`src/hdl/sync_framed_reading_receiver_top_macros.svh`:
```
// ----------------------------------------------------------------------------
// sync_framed_reading_receiver_top_macros.svh
// Assertion macros shared by the receiver modules.
// ----------------------------------------------------------------------------
`ifndef SYNC_FRAMED_READING_RECEIVER_TOP_MACROS_SVH
`define SYNC_FRAMED_READING_RECEIVER_TOP_MACROS_SVH

// same-cycle implication
`define SFRR_ASSERT_NOW(label, ante, cons, msg) \
  label: assert property (@(posedge clk) disable iff (!rst_n) (ante) |-> (cons)) \
    else $error(msg);

// next-cycle implication
`define SFRR_ASSERT_NEXT(label, ante, cons, msg) \
  label: assert property (@(posedge clk) disable iff (!rst_n) (ante) |=> (cons)) \
    else $error(msg);

`endif

```
`src/hdl/sfrr_pkg.sv`:
```
// ----------------------------------------------------------------------------
// sfrr_pkg
// Types and constants of the sync framed reading receiver.
// ----------------------------------------------------------------------------
package sfrr_pkg;

  localparam int BYTE_W   = 8;
  localparam int MV_W     = 16;
  localparam int DIGIT_W  = 7;
  localparam int BAR_W    = 7;
  localparam int STAT_W   = 2;
  localparam int CFG_A_W  = 3;
  localparam int CFG_D_W  = 16;

  // config register indexes
  localparam logic [CFG_A_W-1:0] CFG_SYNC_FIRST  = 3'd0;
  localparam logic [CFG_A_W-1:0] CFG_SYNC_SECOND = 3'd1;
  localparam logic [CFG_A_W-1:0] CFG_FULL_SCALE  = 3'd2;
  localparam logic [CFG_A_W-1:0] CFG_BAR_FULL    = 3'd3;

  localparam logic [BYTE_W-1:0] SYNC_FIRST_RST  = 8'h55;
  localparam logic [BYTE_W-1:0] SYNC_SECOND_RST = 8'hAA;
  localparam logic [MV_W-1:0]   FULL_SCALE_RST  = 16'd3300;
  localparam logic [BAR_W-1:0]  BAR_FULL_RST    = 7'd124;
  localparam logic [MV_W-1:0]   LAST_GOOD_RST   = 16'hFFFF;

  // reading status codes
  localparam logic [STAT_W-1:0] RD_NEW       = 2'd0;
  localparam logic [STAT_W-1:0] RD_CKSUM_ERR = 2'd1;
  localparam logic [STAT_W-1:0] RD_RANGE     = 2'd2;
  localparam logic [STAT_W-1:0] RD_SAME      = 2'd3;

  // mv / 1000 = (mv * 67109) >> 26, exact for 16-bit mv
  localparam int RECIP_KILO_W = 17;
  localparam logic [RECIP_KILO_W-1:0] RECIP_KILO = 17'd67109;
  localparam int KILO_SHIFT = 26;
  localparam int PV_W = MV_W + RECIP_KILO_W;
  localparam logic [9:0] KILO = 10'd1000;
  localparam int REM_W = 10;

  // rem / 10 = (rem * 6554) >> 16, exact for rem < 1000
  localparam int RECIP_TEN_W = 13;
  localparam logic [RECIP_TEN_W-1:0] RECIP_TEN = 13'd6554;
  localparam int TEN_SHIFT = 16;
  localparam int HP_W = REM_W + RECIP_TEN_W;

  // bar divider: quotient below 2**BAR_W when mv <= full scale
  localparam int NUM_W = MV_W + BAR_W;
  localparam int DEN_W = MV_W + BAR_W - 1;
  localparam int DIV_STEPS = BAR_W;
  localparam int CNT_W = $clog2(DIV_STEPS);

  typedef enum logic [2:0] {
    ST_HUNT1,
    ST_HUNT2,
    ST_HIGH,
    ST_LOW,
    ST_CKSUM,
    ST_CALC,
    ST_DIV,
    ST_LOAD
  } state_t;

  typedef struct packed {
    logic cap_hi;
    logic cap_lo;
    logic cap_ck;
    logic calc_start;
    logic div_step;
    logic load_out;
  } cmd_t;

  typedef struct packed {
    logic match_first;
    logic match_second;
    logic out_free;
  } sts_t;

endpackage

```
`src/hdl/sfrr_in_if.sv`:
```
// ----------------------------------------------------------------------------
// sfrr_in_if
// Received byte channel, valid/ready.
// ----------------------------------------------------------------------------
interface sfrr_in_if
  import sfrr_pkg::*;
  ();
  logic              valid;
  logic              ready;
  logic [BYTE_W-1:0] rx_byte;

  modport source (output valid, output rx_byte, input ready);
  modport sink (input valid, input rx_byte, output ready);
endinterface

```
`src/hdl/sfrr_out_if.sv`:
```
// ----------------------------------------------------------------------------
// sfrr_out_if
// Decoded reading channel, valid/ready.
// ----------------------------------------------------------------------------
interface sfrr_out_if
  import sfrr_pkg::*;
  ();
  logic               valid;
  logic               ready;
  logic [STAT_W-1:0]  status;
  logic [MV_W-1:0]    millivolts;
  logic [DIGIT_W-1:0] volts_digit;
  logic [DIGIT_W-1:0] hundredths;
  logic [BAR_W-1:0]   bar_width;

  modport source (output valid, output status, output millivolts, output volts_digit,
                  output hundredths, output bar_width, input ready);
  modport sink (input valid, input status, input millivolts, input volts_digit,
                input hundredths, input bar_width, output ready);
endinterface

```
`src/hdl/sfrr_ctrl.sv`:
```
// ----------------------------------------------------------------------------
// sfrr_ctrl
// Frame hunt and decode sequencer.
// ----------------------------------------------------------------------------
`include "sync_framed_reading_receiver_top_macros.svh"

module sfrr_ctrl
  import sfrr_pkg::*;
(
  input  logic clk,
  input  logic rst_n,
  input  logic in_valid,
  output logic in_ready,
  input  sts_t sts,
  output cmd_t cmd
);

  state_t           state_r, state_nxt;
  logic [CNT_W-1:0] cnt_r, cnt_nxt;
  logic             in_fire;

  assign in_fire = in_valid && in_ready;

  always_ff @(posedge clk) begin
    if (!rst_n) begin
      state_r <= ST_HUNT1;
      cnt_r   <= '0;
    end else begin
      state_r <= state_nxt;
      cnt_r   <= cnt_nxt;
    end
  end

  always_comb begin
    state_nxt = state_r;
    cnt_nxt   = cnt_r;
    unique case (state_r)
      ST_HUNT1: begin
        if (in_fire && sts.match_first) state_nxt = ST_HUNT2;
      end
      ST_HUNT2: begin
        if (in_fire) begin
          if (sts.match_second)     state_nxt = ST_HIGH;
          else if (!sts.match_first) state_nxt = ST_HUNT1;
        end
      end
      ST_HIGH: begin
        if (in_fire) state_nxt = ST_LOW;
      end
      ST_LOW: begin
        if (in_fire) state_nxt = ST_CKSUM;
      end
      ST_CKSUM: begin
        if (in_fire) state_nxt = ST_CALC;
      end
      ST_CALC: begin
        state_nxt = ST_DIV;
        cnt_nxt   = CNT_W'(DIV_STEPS - 1);
      end
      ST_DIV: begin
        if (cnt_r == '0) state_nxt = ST_LOAD;
        else             cnt_nxt   = cnt_r - 1'b1;
      end
      ST_LOAD: begin
        if (sts.out_free) state_nxt = ST_HUNT1;
      end
      default: state_nxt = ST_HUNT1;
    endcase
  end

  always_comb begin
    in_ready = 1'b0;
    cmd      = '0;
    unique case (state_r)
      ST_HUNT1, ST_HUNT2: in_ready = 1'b1;
      ST_HIGH: begin
        in_ready   = 1'b1;
        cmd.cap_hi = in_valid;
      end
      ST_LOW: begin
        in_ready   = 1'b1;
        cmd.cap_lo = in_valid;
      end
      ST_CKSUM: begin
        in_ready   = 1'b1;
        cmd.cap_ck = in_valid;
      end
      ST_CALC: cmd.calc_start = 1'b1;
      ST_DIV:  cmd.div_step   = 1'b1;
      ST_LOAD: cmd.load_out   = sts.out_free;
      default: in_ready = 1'b0;
    endcase
  end

  `SFRR_ASSERT_NEXT(a_ck_to_calc, cmd.cap_ck, cmd.calc_start, "checksum word not followed by calc")
  `SFRR_ASSERT_NEXT(a_calc_to_div, cmd.calc_start, cmd.div_step, "calc not followed by divide")
  `SFRR_ASSERT_NEXT(a_load_to_hunt, cmd.load_out, in_ready && !cmd.div_step, "no return to hunt")

endmodule

```
`src/hdl/sfrr_datapath.sv`:
```
// ----------------------------------------------------------------------------
// sfrr_datapath
// Config registers, frame bytes, checksum/range check, digit pipeline,
// bar divider and result register.
// ----------------------------------------------------------------------------
`include "sync_framed_reading_receiver_top_macros.svh"

module sfrr_datapath
  import sfrr_pkg::*;
(
  input  logic               clk,
  input  logic               rst_n,
  input  logic               cfg_we,
  input  logic [CFG_A_W-1:0] cfg_addr,
  input  logic [CFG_D_W-1:0] cfg_wdata,
  input  logic [BYTE_W-1:0]  in_rx_byte,
  input  cmd_t               cmd,
  output sts_t               sts,
  input  logic               out_ready,
  output logic               out_valid,
  output logic [STAT_W-1:0]  out_status,
  output logic [MV_W-1:0]    out_millivolts,
  output logic [DIGIT_W-1:0] out_volts_digit,
  output logic [DIGIT_W-1:0] out_hundredths,
  output logic [BAR_W-1:0]   out_bar_width
);

  logic [BYTE_W-1:0]  sync1_r, sync2_r;
  logic [MV_W-1:0]    fs_r;
  logic [BAR_W-1:0]   bfw_r;
  logic [BYTE_W-1:0]  hi_r, lo_r, ck_r;
  logic [MV_W-1:0]    last_good_r;
  logic [PV_W-1:0]    pv_r;
  logic [DIGIT_W-1:0] volts_r;
  logic [REM_W-1:0]   rem_r;
  logic [HP_W-1:0]    hp_r;
  logic [NUM_W-1:0]   num_r;
  logic [DEN_W-1:0]   den_r;
  logic [BAR_W-1:0]   quo_r;
  logic [STAT_W-1:0]  stat_r;
  logic               out_valid_r;
  logic [STAT_W-1:0]  out_status_r;
  logic [MV_W-1:0]    out_mv_r;
  logic [DIGIT_W-1:0] out_volts_r, out_hund_r;
  logic [BAR_W-1:0]   out_bar_r;

  logic [MV_W-1:0]    mv;
  logic [BYTE_W-1:0]  expect_ck;
  logic [STAT_W-1:0]  stat_calc;
  logic [NUM_W-1:0]   den_ext;
  logic               div_ge;
  logic               digits_ok, bar_ok;

  assign mv        = {hi_r, lo_r};
  assign expect_ck = sync1_r ^ sync2_r ^ hi_r ^ lo_r;
  assign den_ext   = NUM_W'(den_r);
  assign div_ge    = num_r >= den_ext;
  assign digits_ok = stat_r != RD_CKSUM_ERR;
  assign bar_ok    = (stat_r == RD_NEW || stat_r == RD_SAME) && (fs_r != '0);

  always_comb begin
    if (expect_ck != ck_r)     stat_calc = RD_CKSUM_ERR;
    else if (mv > fs_r)        stat_calc = RD_RANGE;
    else if (mv == last_good_r) stat_calc = RD_SAME;
    else                       stat_calc = RD_NEW;
  end

  assign sts.match_first  = in_rx_byte == sync1_r;
  assign sts.match_second = in_rx_byte == sync2_r;
  assign sts.out_free     = !out_valid_r || out_ready;

  // config port
  always_ff @(posedge clk) begin
    if (!rst_n) begin
      sync1_r <= SYNC_FIRST_RST;
      sync2_r <= SYNC_SECOND_RST;
      fs_r    <= FULL_SCALE_RST;
      bfw_r   <= BAR_FULL_RST;
    end else if (cfg_we) begin
      unique case (cfg_addr)
        CFG_SYNC_FIRST:  sync1_r <= cfg_wdata[BYTE_W-1:0];
        CFG_SYNC_SECOND: sync2_r <= cfg_wdata[BYTE_W-1:0];
        CFG_FULL_SCALE:  fs_r    <= cfg_wdata[MV_W-1:0];
        CFG_BAR_FULL:    bfw_r   <= cfg_wdata[BAR_W-1:0];
        default: ;
      endcase
    end
  end

  // frame bytes
  always_ff @(posedge clk) begin
    if (cmd.cap_hi) hi_r <= in_rx_byte;
    if (cmd.cap_lo) lo_r <= in_rx_byte;
    if (cmd.cap_ck) ck_r <= in_rx_byte;
  end

  // digit pipeline: volts_r, rem_r and hp_r registered in turn from pv_r
  always_ff @(posedge clk) begin
    volts_r <= pv_r[KILO_SHIFT +: DIGIT_W];
    rem_r   <= REM_W'(MV_W'(mv) - MV_W'(volts_r) * MV_W'(KILO));
    hp_r    <= HP_W'(rem_r) * HP_W'(RECIP_TEN);
  end

  // product setup and restoring bar divider
  always_ff @(posedge clk) begin
    if (cmd.calc_start) begin
      pv_r   <= PV_W'(mv) * PV_W'(RECIP_KILO);
      num_r  <= NUM_W'(mv) * NUM_W'(bfw_r);
      den_r  <= {fs_r, (BAR_W-1)'(0)};
      quo_r  <= '0;
      stat_r <= stat_calc;
    end else if (cmd.div_step) begin
      if (div_ge) num_r <= num_r - den_ext;
      quo_r <= {quo_r[BAR_W-2:0], div_ge};
      den_r <= den_r >> 1;
    end
  end

  always_ff @(posedge clk) begin
    if (!rst_n) begin
      last_good_r <= LAST_GOOD_RST;
    end else if (cmd.load_out && stat_r == RD_NEW) begin
      last_good_r <= mv;
    end
  end

  // result register
  always_ff @(posedge clk) begin
    if (!rst_n) begin
      out_valid_r <= 1'b0;
    end else if (cmd.load_out) begin
      out_valid_r <= 1'b1;
    end else if (out_ready) begin
      out_valid_r <= 1'b0;
    end
  end

  always_ff @(posedge clk) begin
    if (cmd.load_out) begin
      out_status_r <= stat_r;
      out_mv_r     <= digits_ok ? mv : '0;
      out_volts_r  <= digits_ok ? volts_r : '0;
      out_hund_r   <= digits_ok ? hp_r[TEN_SHIFT +: DIGIT_W] : '0;
      out_bar_r    <= bar_ok ? quo_r : '0;
    end
  end

  assign out_valid       = out_valid_r;
  assign out_status      = out_status_r;
  assign out_millivolts  = out_mv_r;
  assign out_volts_digit = out_volts_r;
  assign out_hundredths  = out_hund_r;
  assign out_bar_width   = out_bar_r;

  `SFRR_ASSERT_NEXT(a_load_valid, cmd.load_out, out_valid_r, "loaded result not valid")
  `SFRR_ASSERT_NOW(a_bar_status, out_valid_r && out_bar_r != '0, out_status_r == RD_NEW || out_status_r == RD_SAME, "bar on a rejected reading")
  `SFRR_ASSERT_NEXT(a_good_update, cmd.load_out && stat_r == RD_NEW, last_good_r == $past(mv), "last good value not updated")

endmodule

```
`src/hdl/sync_framed_reading_receiver_top.sv`:
```
// ----------------------------------------------------------------------------
// sync_framed_reading_receiver_top
// Two-byte sync frame deframer with XOR checksum, decoding millivolt
// readings into digits and a scaled bar width.
//
//   channel  dir  handshake       payload
//   in_if    in   valid/ready     rx_byte
//   out_if   out  valid/ready     status, millivolts, volts_digit,
//                                 hundredths, bar_width
//   cfg_*    in   cfg_we          cfg_addr, cfg_wdata
//
// Each byte before the checksum word is taken while in_ready is high.
// After the checksum word in_ready drops while the checksum, range and
// product setup is done, the one-bit-per-cycle bar divider runs and the
// result register is loaded. The result register holds while out_ready is
// low; input then stalls only once a further reading is waiting to load.
// rst_n is synchronous; it restores config defaults and the hunt state.
// ----------------------------------------------------------------------------
module sync_framed_reading_receiver_top
  import sfrr_pkg::*;
(
  input  logic               clk,
  input  logic               rst_n,
  sfrr_in_if.sink            in_if,
  sfrr_out_if.source         out_if,
  input  logic               cfg_we,
  input  logic [CFG_A_W-1:0] cfg_addr,
  input  logic [CFG_D_W-1:0] cfg_wdata
);

  cmd_t cmd;
  sts_t sts;
  logic in_ready;

  assign in_if.ready = in_ready;

  sfrr_ctrl u_ctrl (
    .clk      (clk),
    .rst_n    (rst_n),
    .in_valid (in_if.valid),
    .in_ready (in_ready),
    .sts      (sts),
    .cmd      (cmd)
  );

  sfrr_datapath u_dp (
    .clk             (clk),
    .rst_n           (rst_n),
    .cfg_we          (cfg_we),
    .cfg_addr        (cfg_addr),
    .cfg_wdata       (cfg_wdata),
    .in_rx_byte      (in_if.rx_byte),
    .cmd             (cmd),
    .sts             (sts),
    .out_ready       (out_if.ready),
    .out_valid       (out_if.valid),
    .out_status      (out_if.status),
    .out_millivolts  (out_if.millivolts),
    .out_volts_digit (out_if.volts_digit),
    .out_hundredths  (out_if.hundredths),
    .out_bar_width   (out_if.bar_width)
  );

endmodule

```
`src/flat_wrapper.sv`:
```
// flat-port wrapper written by rule: the top's interface ports become plain ports
module sync_framed_reading_receiver_top_flat import sfrr_pkg::*;
  (clk, rst_n, cfg_we, cfg_addr, cfg_wdata, in_if_valid, in_if_rx_byte, in_if_ready, out_if_valid, out_if_status, out_if_millivolts, out_if_volts_digit, out_if_hundredths, out_if_bar_width, out_if_ready);
  sfrr_in_if in_if_i ();
  sfrr_out_if out_if_i ();
  input  logic clk;
  input  logic rst_n;
  input  logic cfg_we;
  input  logic [CFG_A_W-1:0] cfg_addr;
  input  logic [CFG_D_W-1:0] cfg_wdata;
  input wire logic [$bits(in_if_i.valid)-1:0] in_if_valid;
  input wire logic [$bits(in_if_i.rx_byte)-1:0] in_if_rx_byte;
  output wire logic [$bits(in_if_i.ready)-1:0] in_if_ready;
  output wire logic [$bits(out_if_i.valid)-1:0] out_if_valid;
  output wire logic [$bits(out_if_i.status)-1:0] out_if_status;
  output wire logic [$bits(out_if_i.millivolts)-1:0] out_if_millivolts;
  output wire logic [$bits(out_if_i.volts_digit)-1:0] out_if_volts_digit;
  output wire logic [$bits(out_if_i.hundredths)-1:0] out_if_hundredths;
  output wire logic [$bits(out_if_i.bar_width)-1:0] out_if_bar_width;
  input wire logic [$bits(out_if_i.ready)-1:0] out_if_ready;
  assign in_if_i.valid = in_if_valid;
  assign in_if_i.rx_byte = in_if_rx_byte;
  assign in_if_ready = in_if_i.ready;
  assign out_if_valid = out_if_i.valid;
  assign out_if_status = out_if_i.status;
  assign out_if_millivolts = out_if_i.millivolts;
  assign out_if_volts_digit = out_if_i.volts_digit;
  assign out_if_hundredths = out_if_i.hundredths;
  assign out_if_bar_width = out_if_i.bar_width;
  assign out_if_i.ready = out_if_ready;
  sync_framed_reading_receiver_top u_core (.clk(clk), .rst_n(rst_n), .in_if(in_if_i), .out_if(out_if_i), .cfg_we(cfg_we), .cfg_addr(cfg_addr), .cfg_wdata(cfg_wdata));
endmodule
```
`config.mk`:
```
export PLATFORM = sky130hd
export DESIGN_NAME = sync_framed_reading_receiver_top_flat
export DESIGN_NICKNAME = d
export VERILOG_FILES = /design/src/hdl/sfrr_pkg.sv /design/src/hdl/sfrr_in_if.sv /design/src/hdl/sfrr_out_if.sv /design/src/hdl/sfrr_ctrl.sv /design/src/hdl/sfrr_datapath.sv /design/src/hdl/sync_framed_reading_receiver_top.sv /design/src/flat_wrapper.sv
export VERILOG_INCLUDE_DIRS = /design/src /design/src/hdl
export SDC_FILE = /design/constraint.sdc
export NUM_CORES = 1
export LEC_CHECK = 0
export ABC_CLOCK_PERIOD_IN_PS = 14500
export BUFFER_PORTS_ARGS = -buffer_cell sky130_fd_sc_hd__buf_4
export CAP_MARGIN = 0
export CORE_UTILIZATION = 44
export DETAILED_ROUTE_END_ITERATION = 10
export PLACE_DENSITY = 0.59
export SYNTH_ARGS = -nofsm -noshare
export SYNTH_HDL_FRONTEND = slang
export SYNTH_SLANG_ARGS = --single-unit
```
`constraint.sdc`:
```
create_clock -name clk -period 14.5 [get_ports clk]
set_input_delay 1.45 -clock clk [delete_from_list [all_inputs] [get_ports clk]]
set_output_delay 1.45 -clock clk [all_outputs]
set_load 0.03 [all_outputs]
```
; Word level (Yosys, flattened, before mapping)
; Cells that the tools add are included.
; W data, S select, Z words.
[classes]
addsub = 3
n_mul = 4
div = 0
order_cmp = 2
eq_ne = 25
shifts = 0
mux = 28
bitwise = 3
n_reduce_logical = 24
[op_table]
columns = cell, count
row1 = $mux W23, 3
row2 = $mux W22, 2
row3 = $mul A16 B17 Y33 const B, 1
row4 = $mux W3, 10
row5 = $pmux W3 S8, 1
row6 = $xor A8 B8 Y8, 3
row7 = $ge A23 B22 Y1, 1
row8 = $mul A16 B7 Y23, 1
row9 = $sub A23 B22 Y23, 1
row10 = $mul A10 B12 Y22 const B, 1
row11 = $eq A16 B16 Y1, 1
row12 = $eq A8 B8 Y1, 2
row13 = $gt A16 B16 Y1, 1
row14 = $ne A2 B2 Y1 const B, 8
row15 = $reduce_bool A16 Y1, 1
row16 = $eq A3 B2 Y1 const B, 4
row17 = $eq A3 B3 Y1 const B, 4
row18 = $reduce_and A2 Y1, 6
row19 = $sub A10 B10 Y10, 1
row20 = $logic_not A3 Y1, 3
row21 = $mux W1, 9
row22 = $ne A8 B8 Y1, 1
row23 = $reduce_and A8 Y1, 1
row24 = $reduce_bool A2 Y1, 4
row25 = other kinds (13), 19
[word_totals]
regBits = 251
latchBits = 0
ramBits = 0
romBits = 0
out_inout_bits = 41
word_cells = 114
memories = 0

; Depth between registers and ports, before layout
; Gate-level depths: netlist of run 1.
[logic_depth]
word_depth = 7
ltp_mapped = 20
mapped_depth_nobuf = 20

; Cells and area by module
; A second synthesis of run 1 with hierarchy kept.
[unflattened]
cells_unflattened = 1922
area_unflattened_um2 = 18682.9
[modules_own_cells]
columns = mod, instances, cells_each, area_per_inst_um2, seq_area_each_um2
row1 = sfrr_datapath, 1, 1866, 18247.5, 5195.0
row2 = sfrr_ctrl, 1, 56, 435.4, 120.1

; Worst setup path before layout of run 1
; Ideal clock, no wire load.
[synth_path]
path_type = input to register
startpoint = input out_if_ready
endpoint = register u_core.u_dp.last_good_r[7]
arrival_time_ps = 5388
t_required_ps = 14359
slack_ps = 8971
stages = 6
path_cell_list = nor2b_1 -> nor3_1 -> nand2_1 -> clkbuf_1 -> nand2_1 -> o211ai_1
[synth_lines]
columns = element, line_no
row1 = start: declaration, flat_wrapper.sv:20  ; input wire logic [$bits(out_if_i.ready)-1:0] out_if_ready;
row2 = end signal: assignment, sfrr_datapath.sv:123  ; last_good_r <= mv;
row3 = end: declaration, sfrr_datapath.sv:32  ; logic [MV_W-1:0] last_good_r;

; Worst setup path in the final report of run 1
[layout_path]
startpoint = register u_core.u_dp.hi_r[7]
endpoint = register u_core.u_dp.pv_r[32] (data pin)
[layout_via]
elab_chain_len = 1
[layout_rtl]
columns = element, line_no
row1 = start: declaration, sfrr_datapath.sv:31  ; logic [BYTE_W-1:0] hi_r, lo_r, ck_r;
row2 = start signal: assignment, sfrr_datapath.sv:92  ; if (cmd.cap_hi) hi_r <= in_rx_byte;
row3 = $mul A16 B17 Y33, sfrr_datapath.sv:107  ; pv_r <= PV_W'(mv) * PV_W'(RECIP_KILO);
row4 = end signal: assignment, sfrr_datapath.sv:107
row5 = end: declaration, sfrr_datapath.sv:33  ; logic [PV_W-1:0] pv_r;
; No other way between the ends.
; A chain may end at the register's enable or synchronous reset.

==> out/qor.log, run 1 <==
qor: logic_synthesis.synth_top_cell_by_area ha_1
qor: floorplan.die_height 207 um
qor: sta.unrepaired_setup_endpoints_after_global_routing false
qor: worst_setup_path.regToRegSetupSlack 9.06 ns
qor: sta.fin_crit_sh 37.5%
qor: layout.num-nets-final 2,432
qor: logic_synthesis.synth_edf_count 111
qor: global_routing.first_global_vias 13,599
qor: detailed_routing.via_count 13,256
qor: clock_network.num_cts_buffers 26
qor: logic_synthesis.synth_sequential_area_ratio 28.8%
qor: worst_setup_path.crit_path_start_kind register
qor: detailed_routing.drt_first_pass_iters 9
qor: clock_network.cts_hold_buf 0
qor: floorplan.fp.dieW 207 um
qor: global_routing.grtUsageMet1 29.3%
qor: global_routing.globalRouteTotalUtil 21.4%
qor: worst_setup_path.worstPathRequired 14.79 ns
qor: power_and_ir_drop.share_comb_of_total_power 13.1%
qor: clock_network.worstSkewPairLatency 0.56 ns
qor: global_routing.grt-ovfl-total 0
qor: clock_network.ctsResizeCount 0
qor: floorplan.core_area 0.0411 mm^2
qor: worst_setup_path.worstPathBufferInverterCount 3
qor: sta.finalCriticalPeriod 5.44 ns
qor: worst_setup_path.cell_mode_on_critical_path fa_1
qor: min_path.timing.hold.worst.class reg -> reg
qor: worst_setup_path.worst-path-max-fanout 17
qor: place.hpwlAfterDp 33,300 um
qor: logic_synthesis.synth_seq_cells 210
qor: worst_setup_path.worstPathArrival 5.73 ns
qor: worst_setup_path.worstSetupEndpointType register
qor: status.violations design-rule violations
qor: global_routing.grt_pass1_wl 71,300 um
qor: clock_network.clockBufferDepth 3
qor: worst_setup_path.critical-path-top-delay-family adder cells
qor: status.outcome finished, violations left
qor: global_routing.initial_antenna_violation_count 0
qor: power_and_ir_drop.power.static_leakage 9.52 nW
qor: worst_setup_path.crit_path_start u_core.u_dp.hi_r[7]
qor: logic_synthesis.yosys_warnings 0
qor: detailed_routing.dr_vias_cell 5.25
qor: power_and_ir_drop.sw_frac_of_total 26.2%
qor: logic_synthesis.yosysMostFrequentCell inv_1
qor: logic_synthesis.async_reset_ff_share 0%
qor: sta.worst-slew-pin-transition 1.26 ns
qor: power_and_ir_drop.power_density 74.1 mW/mm^2
qor: sta.finalHoldViolations 0
qor: clock_network.cts_setup_buffers 0
qor: place.portBuffers 72
qor: floorplan.placement_rows 74
qor: sta.hold_ws 0.341 ns
qor: power_and_ir_drop.fin_total_pwr 0.00153 W
qor: logic_synthesis.synth_fp_nets 2,367
qor: worst_setup_path.cp_num_cells 17
qor: sta.report.final.setup_viol 0
qor: global_routing.grt_max_degree 47
qor: power_and_ir_drop.pwr-share-seq 41.3%
qor: power_and_ir_drop.cellInternalPower 0.00113 W
qor: detailed_routing.wl_per_cell 17.3 um
qor: sta.setup_slack 9.06 ns
qor: min_path.hold-path-cell-count 0
qor: logic_synthesis.syn_area_per_cell 9.68 um^2
qor: worst_setup_path.setup.worst_path.class reg -> reg
qor: logic_synthesis.synthCells 1,908
qor: worst_setup_path.critical_path_s_slowest_cell fa_1
qor: logic_synthesis.yosys-top-cells-area ha_1 (20%), edfxtp_1 (18%), fa_1 (15%)
qor: layout.synthToLayoutAreaGrowth 11.4%
qor: clock_network.cts_sinks 210
qor: worst_setup_path.crit_path_max_incr_delay 0.55 ns
qor: power_and_ir_drop.power.clock.fraction 45.6%
qor: worst_setup_path.cp_cell_sequence buf_4 > ha_1 > fa_1 > inv_1 > fa_1 > fa_1 > inv_1 > fa_1 > ha_1 > ha_1 > a21o_1 > a21o_1 > a2111oi_4 > o31ai_2 > o41a_4 > a211oi_2 > nor2_1
qor: clock_network.cts-htree-levels 1
qor: clock_network.tritoncts done
qor: floorplan.i_o_pin_total 73
qor: detailed_routing.ant_nets 0
qor: logic_synthesis.post_synthesis_cell_area 0.0185 mm^2
qor: logic_synthesis.post_synth_top_cells inv_1 (291), ha_1 (290), nand2_1 (187), fa_1 (137), edfxtp_1 (111)
qor: sta.fin_tns_setup 0 ns
qor: job.drv_cap 0
qor: layout.antennaDiodeCount 0
qor: layout.fin_util 50.1%
qor: detailed_routing.drcViolationCount 1
qor: place.preCtsSetupSlack 9.08 ns
qor: logic_synthesis.synth_flop_cell edfxtp_1
qor: power_and_ir_drop.switching_power 0.000399 W
qor: detailed_routing.detailedRoute.firstIterationViolations 623
qor: logic_synthesis.synth_top_area_share 19.6%
qor: sta.max_freq 0.184 GHz
qor: floorplan.initial_core_util 44.9%
qor: worst_setup_path.reg_to_reg_critical_path_startpoint u_core.u_dp.hi_r[7]
qor: place.finalWeightedCongestion 0.890
qor: sta.worst_clock_skew 0.0297 ns
qor: clock_network.clock_tree.root_cell clkbuf_16
qor: logic_synthesis.ys_types 67
qor: sta.relSlewSlack 15.7%
qor: global_routing.grt_busiest_layer met2
qor: floorplan.fp.dieArea 0.0428 mm^2
qor: sta.max_slew_violation_count 0
qor: global_routing.globalRouteMet3Util 2.34%
qor: worst_setup_path.reg2regPathDepth 17
qor: clock_network.clkTransAtPathRegs 0.06 ns
qor: global_routing.grt_use_met2 36.1%
qor: min_path.hold_path_startpoint u_core.u_dp.pv_r[26]
qor: power_and_ir_drop.vdd_ir_max 0.0791 mV
qor: layout.share_of_post_route_cells_with_drive_strength_above_1 8.08%
qor: detailed_routing.totalWireLength 43,700 um
-- area by class of cell --
cell class | instances | area, um^2
clock buffer | 38 | 863
timing repair buffer | 93 | 698
sequential | 210 | 5320
multi-input combinational | 1347 | 11900
tap | 532 | 666
fill | 3858 | 20500
clock inverter | 9 | 76.3
inverter | 295 | 1110
-- state kept, by name, indices dropped and copies added (netlist names), 7 cells and up --
signal                       flops
u_core.u_dp.num_r               23
u_core.u_dp.den_r               22
u_core.u_dp.fs_r                16
u_core.u_dp.last_good_r         16
u_core.u_dp.out_millivolts      16
u_core.u_dp.rem_r               10
u_core.u_dp.ck_r                 8
u_core.u_dp.hi_r                 8
u_core.u_dp.lo_r                 8
u_core.u_dp.sync1_r              8
u_core.u_dp.sync2_r              8
u_core.u_dp.bfw_r                7
u_core.u_dp.hp_r                 7
u_core.u_dp.out_bar_width        7
u_core.u_dp.out_hundredths       7
u_core.u_dp.out_volts_digit      7
u_core.u_dp.pv_r                 7
u_core.u_dp.quo_r                7
u_core.u_dp.volts_r              7
-- cell usage in the layout (no fill, tap or decap), types with 4 or more instances in the layout --
cell type    n
nand2_1    187
o21a_1       8
o211ai_1    21
a21oi_1     95
nor3_1      16
fa_1       137
inv_1      291
dfxtp_1     99
clkbuf_16   32
o22ai_1     17
a21o_1      34
or2_2        4
xor2_1      51
nor2_1      72
nand3_1     35
nor2b_1     29
ha_1       290
o21ai_1     13
a31oi_1      7
nand4_1     17
mux2i_1      6
nor4_1      13
edfxtp_1   111
a211oi_1    13
o21bai_1     5
and3_1       4
o21ai_0     41
xnor2_1     72
buf_4       93
and2_1      93
clkbuf_8     4
o31ai_1      4
nand2b_1    11
-- routing by layer --
metal	share of wire [%]	wire [um]
met1	47	20500
met2	47	20700
met3	3.4	1500
met4	2.3	1010
met5	0	0
-- metrics by stage --
step	cells	cell area (um^2)
2_1_floorplan	1908	18500
3_3_place_gp	2477	19600
3_5_place_dp	2477	19600
4_1_cts	2524	20600
5_1_grt	2524	20600
6_report	2524	20600
-- cell families after synthesis --
kind of cell | share of synthesized area (%)
XOR/XNOR | 5.83
adder cells (fa/ha/maj) | 34.5
AO/OA/AOI/OAI | 10.3
AND/OR/NAND/NOR | 13.2
flip-flops | 28.8
multiplexers | 0.325
buffers and inverters | 7.13
-- power groups by stage --
stage	Combinational, W	Clock [W]	Sequential (W)
2_1_floorplan	0.000155	0	0.000640
3_3_place_gp	0.000199	0	0.000643
3_5_place_dp	0.000199	0	0.000644
4_1_cts	0.000201	0.000714	0.000631
5_1_grt	0.000230	0.000734	0.000631
6_report	0.000200	0.000695	0.000631
-- worst paths after layout --
| kind | to |
|---|---|
| worst max register to register | u_core.u_dp.pv_r[32] |
| worst min register to register | u_core.u_dp.volts_r[0] |
| worst min-delay path | u_core.u_dp.volts_r[0] |
| worst max-delay path | u_core.u_dp.pv_r[32] |
No activity file was read; power rests on OpenSTA's default activity.
==> run 2, diff against run 1 <==
- ABC_AREA: not set -> 1
- ABC_CLOCK_PERIOD_IN_PS: 14500 -> 5300
- clock period: 14.5 -> 5.3 ns (I/O delays scaled with it)
==> out/qor.log, run 2 <==
qor: status.outcome finished, violations left
qor: status.violations design-rule violations
qor: logic_synthesis.synth_seq_cells 210 [unchanged]
qor: worst_setup_path.reg_to_reg_critical_path_startpoint u_core.u_dp.lo_r[6]
qor: place.portBuffers 72 [unchanged]
qor: floorplan.core_area 0.0453 mm^2 [+10%]
qor: layout.mostFrequentLayoutCell nand2_1
qor: logic_synthesis.post_synthesis_cell_area 0.0202 mm^2 [+9.1%]
qor: detailed_routing.detailedRoute.firstIterationViolations 823 [+32%]
qor: clock_network.clock_tree.root_cell clkbuf_16
qor: global_routing.grt_max_degree 61 [+30%]
qor: floorplan.fp.dieArea 0.0467 mm^2 [+9.0%]
qor: place.finalWeightedCongestion 0.903 [+1.5%]
qor: sta.fin_tns_setup 0 ns [unchanged]
qor: worst_setup_path.regToRegSetupSlack 0.45 ns [-8.62 ns]
qor: detailed_routing.drcViolationCount 2 [+1]
qor: power_and_ir_drop.power.static_leakage 11.9 nW [+25%]
qor: clock_network.tritoncts done
qor: worst_setup_path.worstSetupEndpointType register
qor: worst_setup_path.critical-path-top-delay-family adder cells
qor: layout.num-nets-final 3,061 [+26%]
qor: floorplan.fp.dieW 216 um [+4.4%]
qor: sta.finalCriticalPeriod 4.85 ns [-0.583 ns]
qor: worst_setup_path.worstPathBufferInverterCount 3 [unchanged]
qor: sta.report.final.setup_viol 0 [unchanged]
qor: layout.largest_registers u_core.u_dp.num_r x23, u_core.u_dp.den_r x22
qor: global_routing.grt_pass1_wl 86,200 um [+21%]
qor: worst_setup_path.worstPathArrival 5.17 ns [-0.56 ns]
qor: sta.fin_crit_sh 91.6% [+54 points]
qor: logic_synthesis.syn_area_per_cell 7.97 um^2 [-18%]
qor: min_path.hold-path-cell-count 1 [+1]
qor: worst_setup_path.cell_mode_on_critical_path fa_1
qor: logic_synthesis.synth_sequential_area_ratio 26.4% [-2.4 points]
qor: clock_network.worstSkewPairLatency 0.58 ns [+0.02 ns]
qor: sta.max_slew_violation_count 0 [unchanged]
qor: global_routing.first_global_vias 16,571 [+22%]
qor: worst_setup_path.crit_path_max_incr_delay 0.85 ns [+0.30 ns]
qor: sta.worst-slew-pin-transition 1.21 ns [-0.0461 ns]
qor: min_path.timing.hold.worst_endpoint u_core.u_dp.ck_r[3]
qor: logic_synthesis.yosysMostFrequentCell nand2_1
qor: detailed_routing.totalWireLength 53,500 um [+22%]
qor: logic_synthesis.synth_top_area_share 18.0% [-1.6 points]
qor: logic_synthesis.yosys_warnings 0 [unchanged]
qor: place.detailed_place.area 0.0214 mm^2 [+9.0%]
qor: logic_synthesis.synth_flop_cell edfxtp_1
qor: clock_network.cts_setup_buffers 0 [unchanged]
qor: detailed_routing.wl_per_cell 16.6 um [-4.3%]
qor: worst_setup_path.reg2regPathDepth 16 [-1]
qor: worst_setup_path.cp_cell_sequence nand2_1 > inv_1 > fa_1 > fa_1 > fa_1 > inv_1 > fa_1 > inv_1 > ha_1 > a21oi_1 > o21ai_0 > o21bai_2 > nand2_1 > nand3b_1 > nand3_1 > nand2_1
qor: layout.largest_register u_core.u_dp.num_r
qor: job.drv_cap 0 [unchanged]
qor: floorplan.initial_core_util 44.5% [-0.43 points]
qor: global_routing.initial_antenna_violation_count 0 [unchanged]
qor: clock_network.clockBufferDepth 3 [unchanged]
qor: sta.setup_slack 0.448 ns [-8.62 ns]
qor: detailed_routing.via_count 16,355 [+23%]
qor: logic_synthesis.yosys-top-cells-area ha_1 (18%), edfxtp_1 (17%), fa_1 (14%)
qor: power_and_ir_drop.fin_total_pwr 0.0103 W [+570%]
qor: layout.synthToLayoutAreaGrowth 10.9%
qor: logic_synthesis.async_reset_ff_share 0% [unchanged]
qor: place.hpwlAfterDp 42,700 um [+28%]
qor: worst_setup_path.setup.worst_path.class reg -> reg
qor: clock_network.cts_sinks 210 [unchanged]
qor: floorplan.placement_rows 78 [+5.4%]
qor: worst_setup_path.crit_path_start_kind register
qor: layout.final_cell_mix nand2_1 (549), inv_1 (538), ha_1 (290)
qor: min_path.hold_path_startpoint in_if_rx_byte[3]
qor: sta.worst_clock_skew 0.0206 ns [-0.00906 ns]
qor: logic_synthesis.post_synth_top_cells nand2_1 (549), inv_1 (539), ha_1 (290), nor2_1 (176), fa_1 (137)
qor: worst_setup_path.worst-path-max-fanout 15 [-2]
qor: layout.share_of_post_route_cells_with_drive_strength_above_1 6.75% [-1.3 points]
qor: logic_synthesis.synthCells 2,528 [+32%]
qor: worst_setup_path.critical_path_s_slowest_cell edfxtp_1
qor: floorplan.i_o_pin_total 73 [unchanged]
qor: layout.fin_area 0.0224 mm^2 [+8.6%]
qor: detailed_routing.ant_nets 0 [unchanged]
qor: logic_synthesis.ys_types 51 [-24%]
qor: logic_synthesis.synth_edf_count 111 [unchanged]
qor: worst_setup_path.crit-reg2reg-capture u_core.u_dp.num_r[14]
qor: min_path.timing.hold.worst.class in -> reg
qor: sta.unrepaired_setup_endpoints_after_global_routing false
qor: floorplan.die_height 216 um [+4.4%]
qor: worst_setup_path.worstPathRequired 5.62 ns [-9.17 ns]
qor: clock_network.num_cts_buffers 27 [+3.8%]
qor: sta.max_freq 0.206 GHz [+12%]
qor: sta.relSlewSlack 18.9% [+3.2 points]
qor: clock_network.cts-htree-levels 1 [unchanged]
qor: detailed_routing.dr_vias_cell 5.07 [-3.4%]
qor: place.preCtsSetupSlack 0.451 ns [-8.63 ns]
qor: logic_synthesis.synth_top_cell_by_area ha_1
qor: global_routing.globalRouteTotalUtil 23.3% [+2.0 points]
qor: layout.largest_register_ffs 23 [unchanged]
qor: clock_network.cts_hold_buf 0 [unchanged]
qor: sta.finalHoldViolations 0 [unchanged]
qor: clock_network.clkTransAtPathRegs 0.06 ns [about the same]
qor: layout.antennaDiodeCount 0 [unchanged]
qor: power_and_ir_drop.vdd_ir_max 0.354 mV [+350%]
qor: global_routing.grt-ovfl-total 0 [unchanged]
qor: logic_synthesis.synth_fp_nets 2,987 [+26%]
qor: detailed_routing.drt_first_pass_iters 8 [-1]
qor: clock_network.ctsResizeCount 0 [unchanged]
qor: power_and_ir_drop.power_density 459 mW/mm^2 [+520%]
==> run 2: cell types whose count changed in the layout (fill, tap and decap cells not counted), moves of 20 or more <==
cell     previous run  this run
inv_1             291       538
nand2_1           187       549
and2_1             93         3
xor2_1             51        23
a21o_1             34        14
nor2_1             72       176
nand3_1            35        98
xnor2_1            72        44
a21oi_1            95       125
o21ai_0            41        95
nor2b_1            29         0
==> run 2: metrics by stage <==
step	hold slack, ns	instances	utilization (%)
floorplan	0.323	2528	-
global placement	0.328	3173	47.3
detailed placement	0.336	3173	47.3
CTS	0.165	3223	49.4
global route	0.194	3223	49.4
finish	0.200	3223	49.4
==> run 2: per-layer routing <==
layer  track usage, %  part of all wire (%)
met5                0                     0
met4             6.71                   2.4
met3             2.58                   4.6
met2             39.9                    47
met1             30.9                    46
==> run 2: logic make-up after synthesis <==
group	count (synthesis)	share of synthesized area [%]
simple gates	910	18.6
buf+inv	599	11.5
fa+ha+maj	427	31.6
compound gates	313	8.86
flops	210	26.4
xor+xnor	69	3.07
==> run 2: how the worst max path moves through the flow <==
stage | cells after the start | slack (ns) | to | start
2_1_floorplan | 20 | 0.85 | u_core.u_dp.num_r[13] | u_core.u_dp.bfw_r[6]
3_5_place_dp | 20 | 0.45 | u_core.u_dp.num_r[21] | u_core.u_dp.hi_r[2]
6_report | 16 | 0.45 | u_core.u_dp.num_r[14] | u_core.u_dp.lo_r[6]
4_1_cts | 20 | 0.43 | u_core.u_dp.num_r[21] | u_core.u_dp.hi_r[2]
5_1_grt | 17 | 0.07 | u_core.u_dp.num_r[16] | u_core.u_dp.bfw_r[1]
3_3_place_gp | 17 | 0.47 | u_core.u_dp.pv_r[29] | u_core.u_dp.hi_r[3]
==> run 2: layout make-up <==
| type | instances | area, um^2 |
|---|---|---|
| Timing Repair Buffer | 103 | 773 |
| Inverter | 541 | 2030 |
| Clock buffer | 32 | 726 |
| Multi-Input combinational cell | 1719 | 12500 |
| Tap cell | 600 | 751 |
| Fill cell | 4487 | 22900 |
| Clock inverter | 18 | 224 |
| Sequential cell | 210 | 5320 |
==> run 2: power by group <==
part | internal, W | leakage [nW] | total (W) | switching [W]
sequential | 0.00191 | 1.81 | 0.00201 | 0.000102
clock | 0.00118 | 0.471 | 0.00197 | 0.000782
combinational | 0.00236 | 9.62 | 0.00630 | 0.00394
==> run 3, diff against run 2 <==
- SYNTH_HIERARCHICAL: not set -> 1
==> out/qor.log, run 3 <==
qor: clock_network.ctsResizeCount 0 [unchanged]
qor: clock_network.cts-htree-levels 1 [unchanged]
qor: clock_network.num_cts_buffers 26 [-3.7%]
qor: logic_synthesis.synth_fp_nets 3,118 [+4.4%]
qor: clock_network.worstSkewPairLatency 0.56 ns [-0.02 ns]
qor: layout.largest_register_ffs 23 [unchanged]
qor: worst_setup_path.worstSetupEndpointType register
qor: place.detailed_place.area 0.0219 mm^2 [+2.3%]
qor: floorplan.initial_core_util 44.5% [about the same]
qor: clock_network.tritoncts done
qor: clock_network.clock_tree.root_cell clkbuf_16
qor: status.outcome completed
qor: layout.final_cell_mix nand2_1 (689), inv_1 (572), ha_1 (289)
qor: layout.largest_register u_core/u_dp/num_r
qor: global_routing.grt_max_degree 63 [+3.3%]
qor: worst_setup_path.worstPathBufferInverterCount 2 [-1]
qor: detailed_routing.drcViolationCount 0 [-2]
qor: worst_setup_path.crit-reg2reg-capture u_core/u_dp/pv_r[32]
qor: clock_network.cts_setup_buffers 0 [unchanged]
qor: floorplan.fp.dieArea 0.0479 mm^2 [+2.5%]
qor: layout.share_of_post_route_cells_with_drive_strength_above_1 7.46% [+0.71 points]
qor: logic_synthesis.yosysMostFrequentCell nand2_1
qor: global_routing.first_global_vias 16,510 [-0.37%]
qor: worst_setup_path.crit_path_max_incr_delay 0.95 ns [+0.10 ns]
qor: detailed_routing.wl_per_cell 16.5 um [-0.67%]
qor: power_and_ir_drop.vdd_ir_max 0.239 mV [-33%]
qor: detailed_routing.via_count 16,738 [+2.3%]
qor: floorplan.placement_rows 79 [+1.3%]
qor: layout.mostFrequentLayoutCell nand2_1
qor: logic_synthesis.synthCells 2,659 [+5.2%]
qor: worst_setup_path.reg2regPathDepth 15 [-1]
qor: clock_network.clockBufferDepth 3 [unchanged]
qor: logic_synthesis.synth_edf_count 111 [unchanged]
qor: sta.fin_tns_setup 0 ns [unchanged]
qor: floorplan.i_o_pin_total 73 [unchanged]
qor: clock_network.cts_sinks 210 [unchanged]
qor: place.finalWeightedCongestion 0.892 [-1.2%]
qor: detailed_routing.ant_nets 0 [unchanged]
qor: layout.fin_area 0.0228 mm^2 [+1.8%]
qor: layout.sequential_cell_area 0.00532 mm^2 [unchanged]
qor: power_and_ir_drop.power.static_leakage 12.4 nW [+4.3%]
qor: detailed_routing.totalWireLength 55,300 um [+3.4%]
qor: logic_synthesis.post_synthesis_cell_area 0.0207 mm^2 [+2.6%]
qor: floorplan.fp.dieW 219 um [+1.3%]
qor: sta.max_slew_violation_count 0 [unchanged]
qor: min_path.hold-path-cell-count 3 [+2]
qor: worst_setup_path.crit_path_start_kind register
qor: layout.footprint_of_the_multi_input_gates 0.0129 mm^2 [+2.8%]
qor: sta.finalCriticalPeriod 4.84 ns [-0.0169 ns]
qor: logic_synthesis.synth_top_cell_by_area ha_1
qor: min_path.timing.hold.worst_endpoint u_core/u_dp/fs_r[10]
qor: sta.worst_clock_skew 0.0215 ns [+0.000910 ns]
qor: detailed_routing.detailedRoute.firstIterationViolations 1,059 [+29%]
qor: global_routing.grt-ovfl-total 0 [unchanged]
qor: sta.worst-slew-pin-transition 1.15 ns [-0.0635 ns]
qor: layout.n_fill_cell 4,551 [+1.4%]
qor: global_routing.grt_pass1_wl 87,700 um [+1.8%]
qor: worst_setup_path.setup.worst_path.class reg -> reg
qor: worst_setup_path.regToRegSetupSlack 0.46 ns [+0.02 ns]
qor: sta.fin_crit_sh 91.2% [-0.32 points]
qor: worst_setup_path.worstPathArrival 5.10 ns [-0.07 ns]
qor: place.portBuffers 72 [unchanged]
qor: layout.synthToLayoutAreaGrowth 10.1%
qor: clock_network.clkTransAtPathRegs 0.06 ns [about the same]
qor: logic_synthesis.synth_seq_cells 210 [unchanged]
qor: global_routing.globalRouteTotalUtil 23.6% [+0.24 points]
qor: min_path.timing.hold.worst.class in -> reg
qor: floorplan.die_height 219 um [+1.3%]
qor: detailed_routing.drt_first_pass_iters 5 [-3]
qor: sta.max_freq 0.207 GHz [+0.35%]
qor: logic_synthesis.synth_flop_cell edfxtp_1
qor: worst_setup_path.critical_path_s_slowest_cell edfxtp_1
qor: floorplan.core_area 0.0465 mm^2 [+2.6%]
qor: worst_setup_path.cp_cell_sequence ha_1 > ha_1 > ha_1 > inv_1 > fa_1 > fa_1 > inv_1 > ha_1 > ha_1 > a21oi_1 > nor2_1 > nor2_1 > nand2_1 > a21oi_1 > a21oi_1
qor: logic_synthesis.yosys-top-cells-area ha_1 (18%), edfxtp_1 (16%), fa_1 (13%)
qor: detailed_routing.dr_vias_cell 4.99 [-1.7%]
qor: global_routing.initial_antenna_violation_count 0 [unchanged]
qor: sta.relSlewSlack 23.2% [+4.3 points]
qor: logic_synthesis.ys_types 48 [-5.9%]
qor: sta.finalHoldViolations 0 [unchanged]
qor: place.hpwlAfterDp 44,600 um [+4.5%]
qor: worst_setup_path.worstPathRequired 5.57 ns [-0.05 ns]
qor: sta.unrepaired_setup_endpoints_after_global_routing false
qor: worst_setup_path.worst-path-max-fanout 17 [+2]
qor: clock_network.cts_hold_buf 0 [unchanged]
qor: power_and_ir_drop.power_density 238 mW/mm^2 [-48%]
qor: worst_setup_path.cell_mode_on_critical_path ha_1
qor: min_path.hold_path_startpoint cfg_wdata[10]
qor: layout.antennaDiodeCount 0 [unchanged]
qor: logic_synthesis.yosys_warnings 6 [+6]
qor: worst_setup_path.critical-path-top-delay-family adder cells
qor: layout.num-nets-final 3,187 [+4.1%]
qor: logic_synthesis.synth_sequential_area_ratio 25.7% [-0.66 points]
qor: layout.largest_registers u_core/u_dp/num_r x23, u_core/u_dp/den_r x22
qor: logic_synthesis.syn_area_per_cell 7.77 um^2 [-2.5%]
qor: sta.report.final.setup_viol 0 [unchanged]
qor: logic_synthesis.post_synth_top_cells nand2_1 (689), inv_1 (573), ha_1 (290), nor2_1 (162), fa_1 (137)
qor: worst_setup_path.reg_to_reg_critical_path_startpoint u_core/u_dp/hi_r[3]
qor: job.drv_cap 0 [unchanged]
qor: logic_synthesis.synth_top_area_share 17.6% [-0.45 points]
qor: logic_synthesis.async_reset_ff_share 0% [unchanged]
-- run 3: worst max-delay path by stage --
stage | slack [ns] | endpoint | startpoint | cells past startpoint
6_report | 0.46 | u_core/u_dp/pv_r[32] | u_core/u_dp/hi_r[3] | 15
2_1_floorplan | 0.84 | u_core/u_dp/pv_r[31] | u_core/u_dp/hi_r[0] | 20
3_3_place_gp | 0.46 | u_core/u_dp/num_r[17] | u_core/u_dp/hi_r[4] | 18
3_5_place_dp | 0.48 | u_core/u_dp/num_r[21] | u_core/u_dp/hi_r[4] | 18
4_1_cts | 0.45 | u_core/u_dp/num_r[21] | u_core/u_dp/hi_r[4] | 18
5_1_grt | 0.14 | u_core/u_dp/num_r[21] | u_core/u_dp/hi_r[4] | 18
-- run 3: kinds of logic (layout without fill, tap and decap cells) --
| kind of cell | Yosys count | after routing | synth area share [%] |
|---|---|---|---|
| adders and majority gates | 427 | 427 | 30.8 |
| xor gates and xnor gates | 57 | 57 | 2.45 |
| and+or+nand+nor | 1083 | 1083 | 22.3 |
| buffers and inverters | 643 | 732 | 12.0 |
| AOI/OAI and AO/OA | 239 | 239 | 6.66 |
| DFF | 210 | 210 | 25.7 |
-- run 3: layout make-up --
| type | count | share of cell area (%) |
|---|---|---|
| clock buffer | 33 | 3.19 |
| multi-input combinational | 1806 | 56.6 |
| inverter | 587 | 9.69 |
| sequential | 210 | 23.4 |
| timing repair buffer | 97 | 3.20 |
| clock inverter | 15 | 0.594 |
| tap | 607 | 3.34 |
-- run 3: power by group --
| group | total [W] | internal (W) | switching (W) |
|---|---|---|---|
| clock | 0.00180 | 0.00106 | 0.000737 |
| sequential | 0.00179 | 0.00175 | 0.0000370 |
| combinational | 0.00183 | 0.000671 | 0.00116 |
-- run 3: layer usage --
| metal | GRT usage [%] | vias to the layer above | wire length [um] |
|---|---|---|---|
| li1 | - | 8463 | - |
| met5 | 0 | - | 0 |
| met4 | 6.20 | 0 | 1360 |
| met3 | 2.76 | 86 | 2550 |
| met2 | 39.3 | 372 | 25500 |
| met1 | 32.2 | 7817 | 25900 |
-- run 3: worst register-to-register path, cell delays in order, from the launching register on --
cell and delay, ns:
edfxtp_1 0.95, ha_1 0.39, ha_1 0.29, ha_1 0.28
inv_1 0.05, fa_1 0.50, fa_1 0.54, inv_1 0.04
ha_1 0.29, ha_1 0.37, a21oi_1 0.23, nor2_1 0.06
nor2_1 0.08, nand2_1 0.07, a21oi_1 0.26, a21oi_1 0.14
-- run 3: per-stage QoR --
step / worst slack [ns] / utilization [%] / hold WS, ns / std cells / power, W
after floorplan: 0.839 / - / 0.323 / 2659 / 0.00320
final: 0.464 / 49.0 / 0.189 / 3355 / 0.00542
after global routing: 0.140 / 49.0 / 0.180 / 3355 / 0.00582
after detailed placement: 0.480 / 47.1 / 0.327 / 3307 / 0.00364
after CTS: 0.451 / 49.0 / 0.164 / 3355 / 0.00548
after global placement: 0.459 / 47.1 / 0.329 / 3307 / 0.00364
